File: src/hw/rtl/lcf_pkg.sv
// ============================================================================
// lcf_pkg
// Shared types, command codes, register opcodes and the segment ROM for the
// LED chain command framer.
// ============================================================================
package lcf_pkg;

    localparam int ROWS_PER_DEVICE = 8;

    localparam logic [3:0] CMD_LED       = 4'd0;
    localparam logic [3:0] CMD_ROW       = 4'd1;
    localparam logic [3:0] CMD_DIGIT     = 4'd2;
    localparam logic [3:0] CMD_CHAR      = 4'd3;
    localparam logic [3:0] CMD_CLEAR     = 4'd4;
    localparam logic [3:0] CMD_SHUTDOWN  = 4'd5;
    localparam logic [3:0] CMD_SCANLIMIT = 4'd6;
    localparam logic [3:0] CMD_INTENSITY = 4'd7;
    localparam logic [3:0] CMD_RAW       = 4'd8;
    localparam logic [3:0] CMD_REFRESH   = 4'd9;

    localparam logic [7:0] OPC_INTENSITY = 8'd10;
    localparam logic [7:0] OPC_SCANLIMIT = 8'd11;
    localparam logic [7:0] OPC_SHUTDOWN  = 8'd12;

    localparam logic [7:0] DP_BIT     = 8'b10000000;
    localparam logic [6:0] SPACE_CODE = 7'd32;

    typedef struct packed {
        logic load;
        logic rd_slot;
        logic modify;
        logic rd_word;
        logic emit;
    } lcf_ctrl_t;

    typedef struct packed {
        logic kind_none;
        logic multi;
        logic word_last;
        logic frame_last;
        logic out_free;
    } lcf_stat_t;

    function automatic logic [7:0] seg_rom(input logic [6:0] code);
        logic [7:0] seg;
        case (code)
            7'd0:    seg = 8'h7E;
            7'd1:    seg = 8'h06;
            7'd2:    seg = 8'h6D;
            7'd3:    seg = 8'h4F;
            7'd4:    seg = 8'h17;
            7'd5:    seg = 8'h5B;
            7'd6:    seg = 8'h7B;
            7'd7:    seg = 8'h0E;
            7'd8:    seg = 8'h7F;
            7'd9:    seg = 8'h5F;
            7'd10:   seg = 8'h3F;
            7'd11:   seg = 8'h73;
            7'd12:   seg = 8'h61;
            7'd13:   seg = 8'h67;
            7'd14:   seg = 8'h79;
            7'd15:   seg = 8'h39;
            7'd44:   seg = 8'h80;
            7'd45:   seg = 8'h01;
            7'd46:   seg = 8'h80;
            7'd48:   seg = 8'h7E;
            7'd49:   seg = 8'h30;
            7'd50:   seg = 8'h6D;
            7'd51:   seg = 8'h79;
            7'd52:   seg = 8'h33;
            7'd53:   seg = 8'h5B;
            7'd54:   seg = 8'h5F;
            7'd55:   seg = 8'h70;
            7'd56:   seg = 8'h7F;
            7'd57:   seg = 8'h7B;
            7'd65:   seg = 8'h77;
            7'd66:   seg = 8'h1F;
            7'd67:   seg = 8'h0D;
            7'd68:   seg = 8'h3D;
            7'd69:   seg = 8'h4F;
            7'd70:   seg = 8'h47;
            7'd72:   seg = 8'h37;
            7'd76:   seg = 8'h0E;
            7'd80:   seg = 8'h67;
            7'd95:   seg = 8'h08;
            7'd97:   seg = 8'h77;
            7'd98:   seg = 8'h1F;
            7'd99:   seg = 8'h0D;
            7'd100:  seg = 8'h3D;
            7'd101:  seg = 8'h4F;
            7'd102:  seg = 8'h47;
            7'd104:  seg = 8'h37;
            7'd108:  seg = 8'h0E;
            7'd110:  seg = 8'h15;
            7'd111:  seg = 8'h1D;
            7'd112:  seg = 8'h67;
            default: seg = 8'h00;
        endcase
        return seg;
    endfunction

endpackage

File: src/hw/rtl/lcf_ram.sv
// ============================================================================
// lcf_ram
// Generic single write port, single read port RAM with registered read data.
// ============================================================================
module lcf_ram #(
    parameter int WIDTH = 8,
    parameter int DEPTH = 64
) (
    input  logic                     clk,
    input  logic                     we,
    input  logic [$clog2(DEPTH)-1:0] waddr,
    input  logic [WIDTH-1:0]         wdata,
    input  logic                     re,
    input  logic [$clog2(DEPTH)-1:0] raddr,
    output logic [WIDTH-1:0]         rdata
);

    logic [WIDTH-1:0] mem_reg [DEPTH];
    logic [WIDTH-1:0] rdata_reg;

    always_ff @(posedge clk)
    begin
        if (we)
        begin
            mem_reg[waddr] <= wdata;
        end
        if (re)
        begin
            rdata_reg <= mem_reg[raddr];
        end
    end

    assign rdata = rdata_reg;

endmodule

File: src/hw/rtl/lcf_datapath.sv
// ============================================================================
// lcf_datapath
// Command capture, frame store with per-entry valid bits, word assembly,
// frame and word counters, and the output register.
// ============================================================================
module lcf_datapath
    import lcf_pkg::*;
#(
    parameter int MAX_DEVICES = 8
) (
    input  logic        clk,
    input  logic        rst_n,
    input  logic        cfg_we,
    input  logic [3:0]  cfg_data,
    input  logic [3:0]  command,
    input  logic [2:0]  device,
    input  logic [2:0]  position,
    input  logic [2:0]  column,
    input  logic [7:0]  value,
    input  logic [3:0]  reg_opcode,
    input  logic        flag,
    input  lcf_ctrl_t   ctrl,
    output lcf_stat_t   stat,
    output logic        out_valid,
    input  logic        out_stall,
    output logic [15:0] chain_word,
    output logic        frame_end,
    output logic        last
);

    localparam int DEPTH  = MAX_DEVICES * ROWS_PER_DEVICE;
    localparam int ADDR_W = $clog2(DEPTH);

    logic [3:0]  cmd_reg;
    logic [2:0]  dev_reg;
    logic [2:0]  pos_reg;
    logic [2:0]  col_reg;
    logic [7:0]  val_reg;
    logic [3:0]  ropc_reg;
    logic        flag_reg;
    logic [7:0]  opc_reg;
    logic [7:0]  data_reg;
    logic [15:0] word_out_reg;
    logic        frame_end_reg;
    logic        last_reg;

    logic [3:0]       device_count_reg;
    logic [DEPTH-1:0] vld_reg;
    logic [DEPTH-1:0] vld_next;
    logic             rd_vld_reg;
    logic [2:0]       frame_reg;
    logic [2:0]       frame_next;
    logic [2:0]       word_reg;
    logic [2:0]       word_next;
    logic             out_valid_reg;
    logic             out_valid_next;

    logic [3:0]        chain_len;
    logic              is_refresh;
    logic              is_clear;
    logic              dev_ok;
    logic              bad_cmd;
    logic              writes_store;
    logic [7:0]        rdata;
    logic [7:0]        cur_byte;
    logic [7:0]        led_mask;
    logic [6:0]        char_code;
    logic [7:0]        seg_byte;
    logic [7:0]        mod_opc;
    logic [7:0]        mod_data;
    logic [7:0]        frame_opc;
    logic [15:0]       word_data;
    logic              word_is_last;
    logic              ram_we;
    logic              ram_re;
    logic [ADDR_W-1:0] waddr;
    logic [ADDR_W-1:0] raddr;

    assign chain_len = (device_count_reg == 4'd0 || device_count_reg > 4'(MAX_DEVICES))
                       ? 4'(MAX_DEVICES) : device_count_reg;

    assign is_refresh   = (cmd_reg == CMD_REFRESH);
    assign is_clear     = (cmd_reg == CMD_CLEAR);
    assign dev_ok       = ({1'b0, dev_reg} < chain_len);
    assign writes_store = cmd_reg inside {CMD_LED, CMD_ROW, CMD_DIGIT, CMD_CHAR, CMD_CLEAR};

    always_comb
    begin
        case (cmd_reg)
            CMD_DIGIT:     bad_cmd = (val_reg > 8'd15);
            CMD_SCANLIMIT: bad_cmd = (val_reg > 8'd7);
            CMD_INTENSITY: bad_cmd = (val_reg > 8'd15);
            CMD_LED, CMD_ROW, CMD_CHAR, CMD_CLEAR, CMD_SHUTDOWN, CMD_RAW, CMD_REFRESH:
                           bad_cmd = 1'b0;
            default:       bad_cmd = 1'b1;
        endcase
    end

    assign cur_byte  = rd_vld_reg ? rdata : 8'h00;
    assign led_mask  = DP_BIT >> col_reg;
    assign char_code = val_reg[7] ? SPACE_CODE : val_reg[6:0];
    assign seg_byte  = seg_rom(char_code) | (flag_reg ? DP_BIT : 8'h00);

    always_comb
    begin
        mod_opc  = {5'd0, pos_reg} + 8'd1;
        mod_data = val_reg;
        case (cmd_reg)
            CMD_LED:       mod_data = flag_reg ? (cur_byte | led_mask) : (cur_byte & ~led_mask);
            CMD_ROW:       mod_data = val_reg;
            CMD_DIGIT:     mod_data = seg_byte;
            CMD_CHAR:      mod_data = seg_byte;
            CMD_CLEAR:     mod_data = 8'h00;
            CMD_SHUTDOWN:
            begin
                mod_opc  = OPC_SHUTDOWN;
                mod_data = {7'd0, ~flag_reg};
            end
            CMD_SCANLIMIT: mod_opc = OPC_SCANLIMIT;
            CMD_INTENSITY: mod_opc = OPC_INTENSITY;
            CMD_RAW:       mod_opc = {4'd0, ropc_reg};
            default:       mod_opc = {5'd0, pos_reg} + 8'd1;
        endcase
    end

    assign frame_opc = {5'd0, frame_reg} + 8'd1;

    always_comb
    begin
        if (is_refresh)
        begin
            word_data = {frame_opc, cur_byte};
        end
        else if (word_reg != dev_reg)
        begin
            word_data = 16'h0000;
        end
        else if (is_clear)
        begin
            word_data = {frame_opc, 8'h00};
        end
        else
        begin
            word_data = {opc_reg, data_reg};
        end
    end

    assign stat.kind_none  = !is_refresh && (!dev_ok || bad_cmd);
    assign stat.multi      = is_refresh || is_clear;
    assign stat.word_last  = (word_reg == 3'd0);
    assign stat.frame_last = (frame_reg == 3'(ROWS_PER_DEVICE - 1));
    assign stat.out_free   = !out_valid_reg || !out_stall;

    assign word_is_last = stat.word_last && (!stat.multi || stat.frame_last);

    assign ram_we = ctrl.modify && writes_store;
    assign ram_re = ctrl.rd_slot || ctrl.rd_word;
    assign waddr  = ADDR_W'({dev_reg, (is_clear ? frame_reg : pos_reg)});
    assign raddr  = ctrl.rd_word ? ADDR_W'({word_reg, frame_reg}) : ADDR_W'({dev_reg, pos_reg});

    lcf_ram #(
        .WIDTH(8),
        .DEPTH(DEPTH)
    ) u_store (
        .clk   (clk),
        .we    (ram_we),
        .waddr (waddr),
        .wdata (mod_data),
        .re    (ram_re),
        .raddr (raddr),
        .rdata (rdata)
    );

    always_comb
    begin
        vld_next = vld_reg;
        if (ram_we)
        begin
            vld_next[waddr] = 1'b1;
        end
    end

    always_comb
    begin
        frame_next = frame_reg;
        word_next  = word_reg;
        if (ctrl.load)
        begin
            frame_next = 3'd0;
        end
        if (ctrl.modify)
        begin
            word_next = 3'(chain_len - 4'd1);
        end
        if (ctrl.emit)
        begin
            if (stat.word_last)
            begin
                frame_next = frame_reg + 3'd1;
            end
            else
            begin
                word_next = word_reg - 3'd1;
            end
        end
    end

    assign out_valid_next = ctrl.emit || (out_valid_reg && out_stall);

    always_ff @(posedge clk or negedge rst_n)
    begin
        if (!rst_n)
        begin
            device_count_reg <= 4'd8;
            vld_reg          <= '0;
            rd_vld_reg       <= 1'b0;
            frame_reg        <= 3'd0;
            word_reg         <= 3'd0;
            out_valid_reg    <= 1'b0;
        end
        else
        begin
            if (cfg_we)
            begin
                device_count_reg <= cfg_data;
            end
            if (ram_re)
            begin
                rd_vld_reg <= vld_reg[raddr];
            end
            vld_reg       <= vld_next;
            frame_reg     <= frame_next;
            word_reg      <= word_next;
            out_valid_reg <= out_valid_next;
        end
    end

    always_ff @(posedge clk)
    begin
        if (ctrl.load)
        begin
            cmd_reg  <= command;
            dev_reg  <= device;
            pos_reg  <= position;
            col_reg  <= column;
            val_reg  <= value;
            ropc_reg <= reg_opcode;
            flag_reg <= flag;
        end
        if (ctrl.modify)
        begin
            opc_reg  <= mod_opc;
            data_reg <= mod_data;
        end
        if (ctrl.emit)
        begin
            word_out_reg  <= word_data;
            frame_end_reg <= stat.word_last;
            last_reg      <= word_is_last;
        end
    end

    assign out_valid  = out_valid_reg;
    assign chain_word = word_out_reg;
    assign frame_end  = frame_end_reg;
    assign last       = last_reg;

endmodule

File: src/hw/rtl/lcf_ctrl.sv
// ============================================================================
// lcf_ctrl
// Sequencer for the LED chain command framer: accepts a command, runs the
// frame store update and steps through the frames and words it emits.
// ============================================================================
module lcf_ctrl
    import lcf_pkg::*;
(
    input  logic      clk,
    input  logic      rst_n,
    input  logic      in_valid,
    output logic      in_stall,
    input  lcf_stat_t stat,
    output lcf_ctrl_t ctrl
);

    localparam logic [2:0] S_IDLE     = 3'd0;
    localparam logic [2:0] S_DECODE   = 3'd1;
    localparam logic [2:0] S_MODIFY   = 3'd2;
    localparam logic [2:0] S_WORD_RD  = 3'd3;
    localparam logic [2:0] S_WORD_OUT = 3'd4;

    logic [2:0] state_reg;
    logic [2:0] state_next;

    always_comb
    begin
        state_next = state_reg;
        ctrl       = '0;
        case (state_reg)
            S_IDLE:
            begin
                if (in_valid)
                begin
                    ctrl.load  = 1'b1;
                    state_next = S_DECODE;
                end
            end
            S_DECODE:
            begin
                if (stat.kind_none)
                begin
                    state_next = S_IDLE;
                end
                else
                begin
                    ctrl.rd_slot = 1'b1;
                    state_next   = S_MODIFY;
                end
            end
            S_MODIFY:
            begin
                ctrl.modify = 1'b1;
                state_next  = S_WORD_RD;
            end
            S_WORD_RD:
            begin
                ctrl.rd_word = 1'b1;
                state_next   = S_WORD_OUT;
            end
            S_WORD_OUT:
            begin
                if (stat.out_free)
                begin
                    ctrl.emit = 1'b1;
                    if (!stat.word_last)
                    begin
                        state_next = S_WORD_RD;
                    end
                    else if (stat.multi && !stat.frame_last)
                    begin
                        state_next = S_MODIFY;
                    end
                    else
                    begin
                        state_next = S_IDLE;
                    end
                end
            end
            default:
            begin
                state_next = S_IDLE;
            end
        endcase
    end

    always_ff @(posedge clk or negedge rst_n)
    begin
        if (!rst_n)
        begin
            state_reg <= S_IDLE;
        end
        else
        begin
            state_reg <= state_next;
        end
    end

    assign in_stall = (state_reg != S_IDLE);

endmodule

File: src/hw/rtl/led_chain_command_framer.sv
// ============================================================================
// led_chain_command_framer
// Turns display commands into 16-bit words for a daisy chain of 8x8 LED
// driver chips, keeping a frame store of eight row bytes per chip.
// ============================================================================
//
//  Channel  Handshake             Beat contents
//  -------  --------------------  ---------------------------------------------
//  in       in_valid / in_stall   command, device, position, column, value,
//                                 reg_opcode, flag
//  out      out_valid / out_stall chain_word, frame_end, last
//  cfg      cfg_we                cfg_data (device count)
//
//  With N chips in the chain, a single-frame command emits N words, with one
//  frame store read per word; clear or refresh emits N words for each of the
//  eight rows. A command that emits nothing goes back to idle from decode.
//  Reset clears the per-entry valid bits at once, so the store reads as zero.
//  A stalled output word holds the sequencer; a new command is taken as soon
//  as the last word of the previous one sits in the output register.
//
module led_chain_command_framer
    import lcf_pkg::*;
#(
    parameter int MAX_DEVICES = 8
) (
    input  logic        clk,
    input  logic        rst_n,
    input  logic        cfg_we,
    input  logic [3:0]  cfg_data,
    input  logic        in_valid,
    output logic        in_stall,
    input  logic [3:0]  command,
    input  logic [2:0]  device,
    input  logic [2:0]  position,
    input  logic [2:0]  column,
    input  logic [7:0]  value,
    input  logic [3:0]  reg_opcode,
    input  logic        flag,
    output logic        out_valid,
    input  logic        out_stall,
    output logic [15:0] chain_word,
    output logic        frame_end,
    output logic        last
);

    lcf_ctrl_t ctrl;
    lcf_stat_t stat;

    lcf_ctrl u_ctrl (
        .clk      (clk),
        .rst_n    (rst_n),
        .in_valid (in_valid),
        .in_stall (in_stall),
        .stat     (stat),
        .ctrl     (ctrl)
    );

    lcf_datapath #(
        .MAX_DEVICES(MAX_DEVICES)
    ) u_datapath (
        .clk        (clk),
        .rst_n      (rst_n),
        .cfg_we     (cfg_we),
        .cfg_data   (cfg_data),
        .command    (command),
        .device     (device),
        .position   (position),
        .column     (column),
        .value      (value),
        .reg_opcode (reg_opcode),
        .flag       (flag),
        .ctrl       (ctrl),
        .stat       (stat),
        .out_valid  (out_valid),
        .out_stall  (out_stall),
        .chain_word (chain_word),
        .frame_end  (frame_end),
        .last       (last)
    );

`ifndef SYNTH
    a_busy_after_accept: assert property (@(posedge clk) disable iff (!rst_n)
        (in_valid && !in_stall) |=> in_stall)
        else $error("block took a command but did not go busy");

    a_emit_needs_room: assert property (@(posedge clk) disable iff (!rst_n)
        ctrl.emit |-> stat.out_free)
        else $error("word loaded over an output word not yet taken");

    a_one_command: assert property (@(posedge clk) disable iff (!rst_n)
        $onehot0({ctrl.load, ctrl.rd_slot, ctrl.modify, ctrl.rd_word, ctrl.emit}))
        else $error("sequencer issued more than one datapath command");
`endif

endmodule
File: config.mk
export PLATFORM = sky130hd
export DESIGN_NAME = led_chain_command_framer
export DESIGN_NICKNAME = d
export VERILOG_FILES = /design/src/hw/rtl/lcf_pkg.sv /design/src/hw/rtl/lcf_ram.sv /design/src/hw/rtl/lcf_datapath.sv /design/src/hw/rtl/lcf_ctrl.sv /design/src/hw/rtl/led_chain_command_framer.sv
export SDC_FILE = /design/constraint.sdc
export NUM_CORES = 1
export LEC_CHECK = 0
export ABC_AREA = 1
export ABC_CLOCK_PERIOD_IN_PS = 3300
export BUFFER_PORTS_ARGS = -buffer_cell sky130_fd_sc_hd__clkbuf_2
export CORE_ASPECT_RATIO = 1.25
export CORE_MARGIN = 2
export CORE_UTILIZATION = 45
export CTS_CLUSTER_SIZE = 28
export DETAILED_ROUTE_END_ITERATION = 16
export HOLD_SLACK_MARGIN = 0.1
export PLACE_DENSITY = 0.65
export SYNTH_ARGS = -nofsm -noshare
export SYNTH_HDL_FRONTEND = slang
export SYNTH_HIERARCHICAL = 1
export SYNTH_SLANG_ARGS = --single-unit
File: constraint.sdc
create_clock -name clk -period 3.3 [get_ports clk]
set_input_delay 0.66 -clock clk [delete_from_list [all_inputs] [get_ports clk]]
set_output_delay 0.66 -clock clk [all_outputs]
set_load 0.02 [all_outputs]
# Word level (Yosys, flattened, before mapping)
# Memories as Yosys holds them, arrays and structs flattened. A register that Yosys moved wholly into a read port is not among the register bits.
# Index checks and enable logic that the tools add are counted.
[word_totals]
input_bits = 35
rom_bits = 1024
memories = 2
output_inout_bits = 20
ram_bits = 512
ff_bits = 139
elab_cells = 125
[op_classes]
n_reduce_logical = 29
n_bitwise = 6
order_cmp = 7
shifts = 1
n_addsub = 5
mux = 39
eq_ne = 17
[memory_table]
columns = ["memory", "depth", "word_bits", "rd", "rd_ports_with_merged_regs", "wr", "line", "source"]
rows = [
  ["(name not given)", 128, 8, 1, 0, 0, "lcf_pkg.sv:46", "case (code)"],
  ["u_datapath.u_store.mem_reg", 64, 8, 1, 1, 1, "lcf_ram.sv:18", "logic [WIDTH-1:0] mem_reg [DEPTH];"],
]
[op_table]
columns = ["operator", "count"]
rows = [
  ["$or A64 B64 Y64", 1],
  ["$pmux W8 S4", 2],
  ["$mux W16", 3],
  ["$mux W3", 10],
  ["$mux W8", 3],
  ["$eq A4 B3 Y1 const B", 4],
  ["$or A8 B8 Y8", 2],
  ["$pmux W3 S5", 1],
  ["$lt A6 B7 Y1 const B", 2],
  ["$mux W1", 12],
  ["$add A3 B1 Y4 const B", 2],
  ["$and A8 B8 Y8", 1],
  ["$eq A4 B2 Y1 const B", 2],
  ["$eq A4 B4 Y1 const B", 2],
  ["$gt A8 B3 Y1 const B", 1],
  ["$gt A8 B4 Y1 const B", 1],
  ["$logic_not A4 Y1", 2],
  ["$not A8 Y8", 1],
  ["$shr A8 B3 Y8 const A", 1],
  ["$logic_or A1 B1 Y1", 7],
  ["$mux W7", 1],
  ["$reduce_or A7 Y1", 1],
  ["$bmux W1 S6", 1],
  ["$demux W1 S6", 1],
  ["other kinds (23)", 40],
]

# Logic depth before layout (Yosys ltp)
[depth]
ltp_word = 10
ltp_mapped = 20
depth_no_buf = 18

# Cells and area by module
# The synthesis kept the hierarchy.
[by_module_without_submodules]
columns = ["mod", "area_per_inst_um2", "cells_per_inst", "seq_area_each_um2", "instances"]
rows = [
  ["lcf_ram", 21419.3, 1805, 15615.0, 1],
  ["lcf_datapath", 6837.8, 802, 3464.6, 1],
  ["lcf_ctrl", 209.0, 34, 75.1, 1],
]

# Worst setup path after synthesis
# No wires, ideal clock.
[synth_path]
kind = "flip-flop to flip-flop"
from = "reg u_datapath.val_reg[7]"
to = "reg u_datapath.data_reg[0] (data pin)"
synth_period_minus_slack_ns = 3.538
setup_time_ns = 0.704
arrival_time_ns = 2.834
slack_ns = -0.238
stages_incl_launch_ff = 15
required_ns = 2.596
path_buffers = 1
cell_sequence = "edfxtp_1 buf_6 nor2_1 inv_1 ha_1 inv_1 nor2_4 nor2_4 o21ai_1 nand2_1 nand2_1 nand2_1 nand2_1 nand3_1 o2111ai_1"
[synth_between]
elab_chain_cells = 4
[synth_lines]
columns = ["element", "line", "source"]
rows = [
  ["from (decl)", "lcf_datapath.sv:38", "logic [7:0] val_reg;"],
  ["from (signal assigned)", "lcf_datapath.sv:246", "val_reg <= value;"],
  ["$mux W7", "lcf_datapath.sv:101", "assign char_code = val_reg[7] ? SPACE_CODE : val_reg[6:0];"],
  ["$mem_v2 Z128 W8", "-", ""],
  ["$or A8 B8 Y8", "lcf_datapath.sv:102", "assign seg_byte = seg_rom(char_code) | (flag_reg ? DP_BIT : 8'h00);"],
  ["$pmux W8 S4", "lcf_datapath.sv:108", "case (cmd_reg)"],
  ["named net u_datapath.mod_data[0]", "lcf_datapath.sv:70", "logic [7:0] mod_data;"],
  ["to (signal assigned)", "lcf_datapath.sv:253", "data_reg <= mod_data;"],
  ["to (decl)", "lcf_datapath.sv:42", "logic [7:0] data_reg;"],
]
# The timed path passes the listed nets, and every way through them passes these cells.
# A chain may end at the register's enable or synchronous reset.

# Final worst setup path
[layout_path]
from = "reg u_datapath.val_reg[7]"
to = "mem u_datapath.u_store.mem_reg[60][3] (data pin)"
[layout_between]
elab_chain_cells = 4
[layout_lines]
columns = ["element", "line"]
rows = [
  ["$mux W7", "lcf_datapath.sv:101"],
  ["$mem_v2 Z128 W8", "-"],
  ["$or A8 B8 Y8", "lcf_datapath.sv:102"],
  ["$pmux W8 S4", "lcf_datapath.sv:108"],
  ["named net u_datapath.mod_data[3]", "lcf_datapath.sv:70"],
  ["to (decl)", "lcf_ram.sv:18"],
]
# The timed path passes the listed nets, and every way through them passes these cells.

==> results.md <==
- Status: finished clean
- F_max: about 330 MHz
- FILL cells: around 5600
- GRT Max-Usage Layer: met2
- Worst path max stage delay: around 0.45 ns
- Average wire per standard cell: ~20 um
- Global routing usage on met2: 37.5%
- Worst Hold Slack: approximately 0.18 ns
- CTS Hold Bufs: 0
- Drt total wl: ~73000 um
- # rows: roughly 100
- Worst path most repeated cell: nand2_1
- Congestion Overflow GR: 0
- Root buffer selected by CTS: clkbuf_16
- Mapped Avg Cell Area: between 10 and 15 um^2
- Max-Cap Viols: 0
- GR Util met3: 3.10%
- Clock skew: about 0.031 ns
- DRT antenna net count: 0
- Initial antenna violation count: 0
- H-tree levels: 2
- Global Route Usage Sum: roughly 22%
- Global placer's final weighted congestion: just under 0.9
- FF-to-FF End: u_datapath/u_store/mem_reg[60][3]
- Reg2reg path depth: 12
- Post-DP HPWL: around 44000 um
- Ys Warns: 6
- Worst relative slew slack: approximately 34%
- # resized after CTS: 0
- Predominant post-synthesis flop cell: edfxtp_1
- Commonest non-fill, non-tap cell in the layout: nand2_1
- Share of synthesized registers carrying an async set or reset: 12.1%
- CP endpoint kind: register
- Critical Path AT: between 3 and 4 ns
- Pleak: ~12 nW
- Vias per Instance: between 5 and 6
- First-pass GRT wire length: 113000 um
- Chip width: 229 um
- Vias in the first global route: 19614
- Die Area: around 65000 um^2
- Worst slew pin tran: ~0.99 ns
- Initial core utilization: roughly 45%
- #FFs+latches synth: 651
- Final slew viol count: 0
- Mapped Cells: ~2600
- Num CTS Buffers: 60
- Most frequent cells in the layout: 826 x nand2_1, 572 x edfxtp_1, 539 x nand3_1, 149 x inv_1, 88 x nor2_1
- CTS Buffer Depth: 3
- R2r startpoint: u_datapath/val_reg[7]
- Die H: 285 um
- Input/output buffers: 50
- Nets: roughly 2800
- Post-synth EDFFs: 572
- Final worst path period need: ~3.0 ns
- DRC viols: 0
- Final Hold Vio Count: 0
- TritonCTS clock tree: done
- CTS sink count: between 600 and 700
- Final setup vio count: 0
- Critical path type: register to register
- IO Pins: between 50 and 60
- RSZ-0062 raised after global routing: no
- Critical Path, Cell by Cell: nor2_2 -> inv_1 -> ha_1 -> nand2_1 -> nand2_1 -> nand3_1 -> o21ai_0 -> o211ai_1 -> nand2_1 -> nand3_1 -> nand3_2 -> buf_12
- Share of cells above drive strength 1: 9.78%
- Area Overhead vs Synth: 10.9%
- Postcts setup bufs: 0
- Power per cell area: about 750 nW/um^2
- Slowest CP cell: edfxtp_1
- Post-synthesis sequential area ratio: approximately two thirds
- Count of cell types in the netlist: 48
- Setup TNS: 0 ns
- Via Count: about 20000
- Met1 GRT Util: between 20 and 30%
- Clock latency on the worst-skew pair: 0.65 ns
- DRT Pass-1 Iters: 6
- Worst min-delay path class: input port to asynchronous set/reset pin
- Ant diodes: 0
- Largest net degree at the start of global routing: between 90 and 100
- Synthesized area: around 28000 um^2
- Critical Path Fanout Max: 30
- Req. time, crit path: around 3.7 ns
- Worst-path clk slew: about 0.060 ns
- Tcrit/Tclk final: 92.2%
- Largest register FFs: 512
- R2R Setup Slk: approximately 0.26 ns
- Iteration-0 DRC Markers: roughly 2300
- Worst setup SP type: register
- Final Util: around half
- VDD IR-drop max: 0.464 mV
- Core footprint: between 60000 and 70000 um^2
==> worst max-delay path by stage <==
stage,startpoint,endpoint,slack [ns],cells after the start
2_1_floorplan,u_ctrl/state_reg[2],u_datapath/u_store/mem_reg[48][0],-0.09,8
3_3_place_gp,u_datapath/val_reg[7],u_datapath/u_store/mem_reg[59][3],0.32,12
3_5_place_dp,u_ctrl/state_reg[2],u_datapath/u_store/rdata[5],0.20,15
4_1_cts,u_ctrl/state_reg[2],u_datapath/u_store/rdata[5],0.16,15
5_1_grt,u_datapath/val_reg[7],u_datapath/u_store/mem_reg[60][3],0.02,12
6_report,u_datapath/val_reg[7],u_datapath/u_store/mem_reg[60][3],0.26,12
==> through the flow <==
stage,setup WS [ns],power [mW],area [um^2],std cells
global route,0.0216,25.0,31600,3590
finish,0.257,23.8,31600,3590
global placement,0.324,17.0,29700,3478
floorplan,-0.0861,15.0,28500,2644
CTS,0.157,23.9,31600,3590
detailed placement,0.204,17.1,29700,3478
==> final cells by class <==
| class | instances | area (um^2) | area share [%] |
|---|---|---|---|
| Sequential cell | 651 | 19200 | 60.7 |
| Multi-Input combinational cell | 1696 | 7820 | 24.8 |
| Clock buffer | 82 | 1590 | 5.05 |
| Tap cell | 840 | 1050 | 3.33 |
| Timing Repair Buffer | 128 | 1020 | 3.22 |
| Inverter | 163 | 626 | 1.98 |
| Clock inverter | 30 | 304 | 0.963 |
==> synth_stat cells, drive strengths merged, types with 2 or more instances <==
| master | instances | area (um^2) |
|---|---|---|
| nand4 | 12 | 75.1 |
| mux2 | 2 | 22.5 |
| nor4 | 8 | 50.1 |
| o2111ai | 2 | 17.5 |
| nor3 | 7 | 35.0 |
| dfrtp | 78 | 1950 |
| a211oi | 3 | 22.5 |
| ha | 18 | 225 |
| xor2 | 2 | 17.5 |
| inv | 162 | 616 |
| clkbuf | 19 | 71.3 |
| o21ai | 103 | 564 |
| nor2 | 103 | 463 |
| o31ai | 3 | 22.5 |
| o311ai | 4 | 35.0 |
| o211ai | 13 | 97.6 |
| buf | 115 | 872 |
| nand3 | 543 | 2720 |
| nand2 | 836 | 3170 |
| a21oi | 12 | 67.6 |
| edfxtp | 572 | 17200 |
| o22ai | 12 | 75.1 |
| xnor2 | 3 | 26.3 |
==> critical path: cells and delay by family, from the launching register on <==
family                     cells  cell delay [ns]
buffers and inverters          2             0.52
adders and majority gates      1             0.37
AOI/OAI and AO/OA              2             0.22
DFF                            1             0.45
and+or+nand+nor                7             1.17
==> cells by family (layout without fill, tap and decap cells) <==
logic type	Yosys count	after routing	share of synthesized area, %
AND/OR/NAND/NOR	1511	1511	22.9
flip-flops	651	651	67.3
buffers and inverters	297	403	5.49
AO/OA/AOI/OAI	156	156	3.28
adder cells (fa/ha/maj)	18	18	0.791
XOR/XNOR	5	5	0.154
multiplexers	2	2	0.0791
other	1	4	0.0132
==> metal layers <==
layer / wire length, um / part of all wire [%] / vias up
met5: 0 / 0 / -
li1: - / - / 9228
met3: 4970 / 6.8 / 178
met2: 36000 / 49 / 871
met1: 29100 / 40 / 9760
met4: 3040 / 4.2 / 0
==> power breakdown <==
group / internal [mW] / leakage [nW] / total, mW / switching (mW)
sequential: 10.0 / 6.27 / 10.2 / 0.228
combinational: 1.79 / 4.91 / 6.80 / 5.01
clock: 3.78 / 0.925 / 6.79 / 3.01
(Power assumes the default switching activity.)
